===== src/rtl/bsag_pkg.sv =====
// ============================================================================
// bsag_pkg: shared types and constants of the slot allocator
// Request and result payloads, controller commands and status, request
// codes and the lowest-free-bit encoder.
// ============================================================================
package bsag_pkg;

  localparam int NUM_WORDS_DEF = 64;
  localparam int MAP_WIDTH     = 64;
  localparam int BIT_BITS      = 6;

  localparam logic [6:0]  ACTIVE_WORDS_RESET = 7'd64;
  localparam logic [63:0] MAP_ONE            = 64'd1;
  localparam logic [63:0] MAP_FULL           = '1;

  localparam logic [1:0] KIND_ALLOC    = 2'd0;
  localparam logic [1:0] KIND_FREE     = 2'd1;
  localparam logic [1:0] KIND_VALIDATE = 2'd2;

  typedef struct packed {
    logic [1:0]  kind;
    logic [11:0] slot_index;
    logic [31:0] handle_generation;
  } in_item_t;

  typedef struct packed {
    logic        ok;
    logic [11:0] granted_slot;
    logic [31:0] granted_generation;
  } out_item_t;

  typedef struct packed {
    logic clear;
    logic capture;
    logic scan_init;
    logic scan;
    logic claim;
    logic gen_update;
    logic free_wr;
    logic val_chk;
    logic res_fail;
    logic out_load;
  } cmd_t;

  typedef struct packed {
    logic       clear_done;
    logic [1:0] kind;
    logic       in_range;
    logic       scan_found;
    logic       scan_fail;
    logic       out_free;
  } status_t;

  // Index of the lowest clear bit; the caller guarantees one exists.
  function automatic logic [BIT_BITS-1:0] lowest_zero(input logic [MAP_WIDTH-1:0] word);
    logic [MAP_WIDTH-1:0] inv;
    logic [MAP_WIDTH-1:0] first;
    logic [BIT_BITS-1:0]  idx;
    inv   = ~word;
    first = inv & (~inv + MAP_ONE);
    idx   = '0;
    for (int i = 0; i < MAP_WIDTH; i++) begin
      if (first[i]) begin
        idx = idx | BIT_BITS'(i);
      end
    end
    return idx;
  endfunction

endpackage


===== src/rtl/bsag_ctrl.sv =====
// ============================================================================
// bsag_ctrl: request sequencer of the slot allocator
// Steps through the clearing pass, request decode, bitmap scan, claim,
// free, validate and result hand-off, commanding the datapath.
// ============================================================================
module bsag_ctrl (
  input  logic              clk,
  input  logic              rst,
  input  logic              in_valid,
  output logic              in_stall,
  input  bsag_pkg::status_t st,
  output bsag_pkg::cmd_t    cmd
);

  typedef enum logic [3:0] {
    S_CLEAR,
    S_IDLE,
    S_DECODE,
    S_SCAN,
    S_CLAIM,
    S_GEN_UPD,
    S_FREE_WR,
    S_VAL_CHK,
    S_RESULT
  } state_t;

  state_t state;
  state_t state_next;

  always_comb begin
    cmd        = '0;
    state_next = state;
    unique case (state)
      S_CLEAR: begin
        cmd.clear = 1'b1;
        if (st.clear_done) begin
          state_next = S_IDLE;
        end
      end
      S_IDLE: begin
        if (in_valid) begin
          cmd.capture = 1'b1;
          state_next  = S_DECODE;
        end
      end
      S_DECODE: begin
        unique case (st.kind)
          bsag_pkg::KIND_ALLOC: begin
            cmd.scan_init = 1'b1;
            state_next    = S_SCAN;
          end
          bsag_pkg::KIND_FREE: begin
            if (st.in_range) begin
              state_next = S_FREE_WR;
            end else begin
              cmd.res_fail = 1'b1;
              state_next   = S_RESULT;
            end
          end
          bsag_pkg::KIND_VALIDATE: begin
            if (st.in_range) begin
              state_next = S_VAL_CHK;
            end else begin
              cmd.res_fail = 1'b1;
              state_next   = S_RESULT;
            end
          end
          default: begin
            cmd.res_fail = 1'b1;
            state_next   = S_RESULT;
          end
        endcase
      end
      S_SCAN: begin
        cmd.scan = 1'b1;
        if (st.scan_found) begin
          state_next = S_CLAIM;
        end else if (st.scan_fail) begin
          cmd.res_fail = 1'b1;
          state_next   = S_RESULT;
        end
      end
      S_CLAIM: begin
        cmd.claim  = 1'b1;
        state_next = S_GEN_UPD;
      end
      S_GEN_UPD: begin
        cmd.gen_update = 1'b1;
        state_next     = S_RESULT;
      end
      S_FREE_WR: begin
        cmd.free_wr = 1'b1;
        state_next  = S_RESULT;
      end
      S_VAL_CHK: begin
        cmd.val_chk = 1'b1;
        state_next  = S_RESULT;
      end
      S_RESULT: begin
        if (st.out_free) begin
          cmd.out_load = 1'b1;
          state_next   = S_IDLE;
        end
      end
      default: begin
        state_next = S_IDLE;
      end
    endcase
  end

  always_ff @(posedge clk) begin
    if (rst) begin
      state    <= S_CLEAR;
      in_stall <= 1'b1;
    end else begin
      state    <= state_next;
      in_stall <= (state_next != S_IDLE);
    end
  end

endmodule


===== config.mk =====
export PLATFORM = sky130hd
export DESIGN_NAME = bsag_ctrl
export DESIGN_NICKNAME = d
export VERILOG_FILES = /design/src/rtl/bsag_pkg.sv /design/src/rtl/bsag_ctrl.sv
export SDC_FILE = /design/constraint.sdc
export NUM_CORES = 1
export LEC_CHECK = 0
export BUFFER_PORTS_ARGS = -buffer_cell sky130_fd_sc_hd__buf_2
export CAP_MARGIN = 20
export CORE_MARGIN = 4
export CORE_UTILIZATION = 35
export DETAILED_ROUTE_END_ITERATION = 10
export PLACE_DENSITY = 0.67
export SLEW_MARGIN = 20
export SYNTH_ARGS = -nofsm -noshare
export SYNTH_HDL_FRONTEND = slang
export SYNTH_SLANG_ARGS = --single-unit

===== constraint.sdc =====
create_clock -name clk -period 4.3 [get_ports clk]
set_input_delay 0.645 -clock clk [delete_from_list [all_inputs] [get_ports clk]]
set_output_delay 0.645 -clock clk [all_outputs]
set_load 0.01 [all_outputs]

==> impl_results.md <==
- Port bufs: 20
- Dpl hpwl: 930 µm
- Drt pass-1 iters: 4
- Total power: 0.000148 W
- Per-cell routed wire length: 11.7 µm
- Chip width: 45.6 µm
- TNS Setup: 0 ns
- Die height: 45.6 µm
- Most numerous cell in the Yosys netlist: nor2_1
- Ys async rst share: 0%
- CTS max path bufs: 2
- Crit Path Class: flop to primary output
- GPL Wtd Cong: between 0.7 and 0.8
- Sink Count: 5
- IO Pins: 21
- Finish-stage setup viols: 0
- Avg Inst Size Synth: 7.72 µm²
- Largest net degree at the start of global routing: 16
- Drt total wl: 1160 µm
- Worst r2r dst: in_stall
- DRC Markers: 0
- Synth Net Count: 78
- Vias in the first global route: 456
- Placed cell count: 95
- Max Slew Vio Count: 0
- Core Box Area: 0.00132 mm²
- Resized cells post-CTS: 0
- CTS H-tree depth: 1
- Worst r2r src: state[1]
- DP Area: 589 µm²
- CTS tree: yes
- First-pass GRT wire length: between 1500 and 2000 µm
- PD cells: 240 mW/mm²
- Number of core rows: 13
- Data arrival, critical path: 1.76 ns
- Worst Path Required: 3.65 ns
- Predominant post-synthesis flop cell: dfxtp_1
- Final Cell Area: 616 µm²
- R2R cell count: 4
- CTS clk-pin slew, worst paths: 0.04 ns
- Tmin final: between 2 and 2.5 ns
- Post-synth top area cell: dfxtp_1
- Register area: around 100 µm²
- Top post-synthesis cells by area: dfxtp_1, ha_1, nor2_1
- Setup Skew: 0.00447 ns
- Die area: slightly above 0.002 mm²
- Clk_lat worst skew: roughly 0.24 ns
- LEAKAGE: 0.286 nW
- Cts hold-fix bufs: 0
- Max VDD drop: 0.216 mV
- Vias: 517
- Yosys reg bits: 5
- Via/cell ratio: roughly 5.2
- Unrepaired setup endpoints after global routing: no
- Fmax achieved: about 420 MHz
- Share of layout cells above drive strength 1: 33.3%
- Count of final hold-check violations: 0
- Synth cell count leaders: nor2_1, dfxtp_1, inv_1
- Worst hold path class: input pin to flop
- Ys Warns: 0
- Period utilization: 56.0%
- Setup Buffers After CTS: 0
- Final antenna-violating net count: 0
- Reg-to-reg setup timing slack: 2.42 ns
- CTS Buf Count: 3
- Slew margin rel.: 63.8%
- Worst Setup SP: state[0]
- Crit path capture: cmd[8]
- # fillers: 134
- Mapped Cells: 64
- Layout Cells excl Fill: 99
- Critical path endpoint category: primary output
- Initial core utilization: between 30% and 40%
- CP Max Fanout: 14
- Slew @ Worst Pin: about 0.53 ns
- Post-synthesis sequential area ratio: 20.3%
- MaxCap Viol Count: 0
- Setup slack after layout: 1.89 ns
- Mapped Area: roughly 490 µm²
- GRT Util Overall: between 10 and 15%
- Initial antenna violation count: 0
- Number of DRC markers in iteration 0: 8
- Synth cell types: 31
- Gr ovfl total: 0
- Layout Nets: 99
- Area occupied by multi-input gates: around 350 µm²
- Critical Path Start Type: flop
- Top-area cell type share of the netlist area: ~20%
- Status: finished, final reports clean
- # diodes: 0
- CTS Root Cell: clkbuf_4
- Placement Setup Slack: 2.17 ns
- Post-synth EDFFs: 0
- Synth-to-Final Area Change: 24.6%
## report_power, final
group / internal (W) / switching, W / leakage [nW] / total (W)
combinational: 0.0000183 / 0.0000185 / 0.230 / 0.0000368
clock: 0.0000350 / 0.0000187 / 0.0150 / 0.0000537
sequential: 0.0000499 / 0.00000713 / 0.0409 / 0.0000570
## critical path, cell delays in order, from the launching register on
cell      delay, ns
dfxtp_1        0.59
nand2b_1       0.17
nor4b_1        0.53
buf_2          0.24
## cell type report
cell class | count | share of cell area (%)
inverters | 5 | 3.05
repair buffers | 20 | 16.3
clock buffers | 4 | 4.27
multi-input cells | 50 | 57.1
well taps | 15 | 3.05
flip-flops and latches | 5 | 16.3
## sequential cells by signal, indices dropped and copies added, names as in the netlist
register / flops
in_stall: 1
state: 4
## how the worst min path moves through the flow
stage / from / endpoint / slack (ns) / cells past startpoint
3_3_place_gp: state[1] / state[3] / 0.71 / 2
3_5_place_dp: state[1] / state[3] / 0.70 / 2
6_report: rst / state[2] / 0.62 / 2
5_1_grt: rst / state[0] / 0.62 / 2
2_1_floorplan: state[3] / state[3] / 0.58 / 2
4_1_cts: rst / state[2] / 0.62 / 2
## metal layers
| metal | vias up | wire, µm | GRT usage (%) |
|---|---|---|---|
| met5 | - | 0 | 0 |
| met4 | 0 | 0 | 1.75 |
| met3 | 0 | 113 | 5.14 |
| met2 | 18 | 520 | 19.2 |
| met1 | 223 | 521 | 15.9 |
| li1 | 276 | - | - |
## logic make-up after synthesis
group           share of synthesized area (%)
simple gates                             36.7
compound gates                           24.3
buf+inv                                  8.61
fa+ha+maj                                10.1
flops                                    20.3
## stage by stage
| step | util (%) | hold slack [ns] |
|---|---|---|
| after detailed placement | 44.7 | 0.696 |
| after CTS | 46.7 | 0.620 |
| after global placement | 44.7 | 0.710 |
| after floorplan | - | 0.576 |
| after global routing | 46.7 | 0.620 |
| final | 46.7 | 0.623 |
## cells in the final DEF (no fill, tap or decap), types with 2 or more instances in the layout
cell / netlist / layout
ha_1: 4 / 4
clkbuf_4: 0 / 3
buf_2: 1 / 20
nand2_1: 4 / 4
nor2_1: 8 / 8
nand2b_1: 3 / 3
nor3_1: 2 / 2
a211oi_1: 2 / 2
dfxtp_1: 5 / 5
a221oi_1: 2 / 2
inv_1: 5 / 5
nor4_1: 2 / 2
o21ai_0: 4 / 4
a21oi_1: 2 / 2
or3_1: 2 / 2
Note: power is estimated with default switching activity, not from simulation.
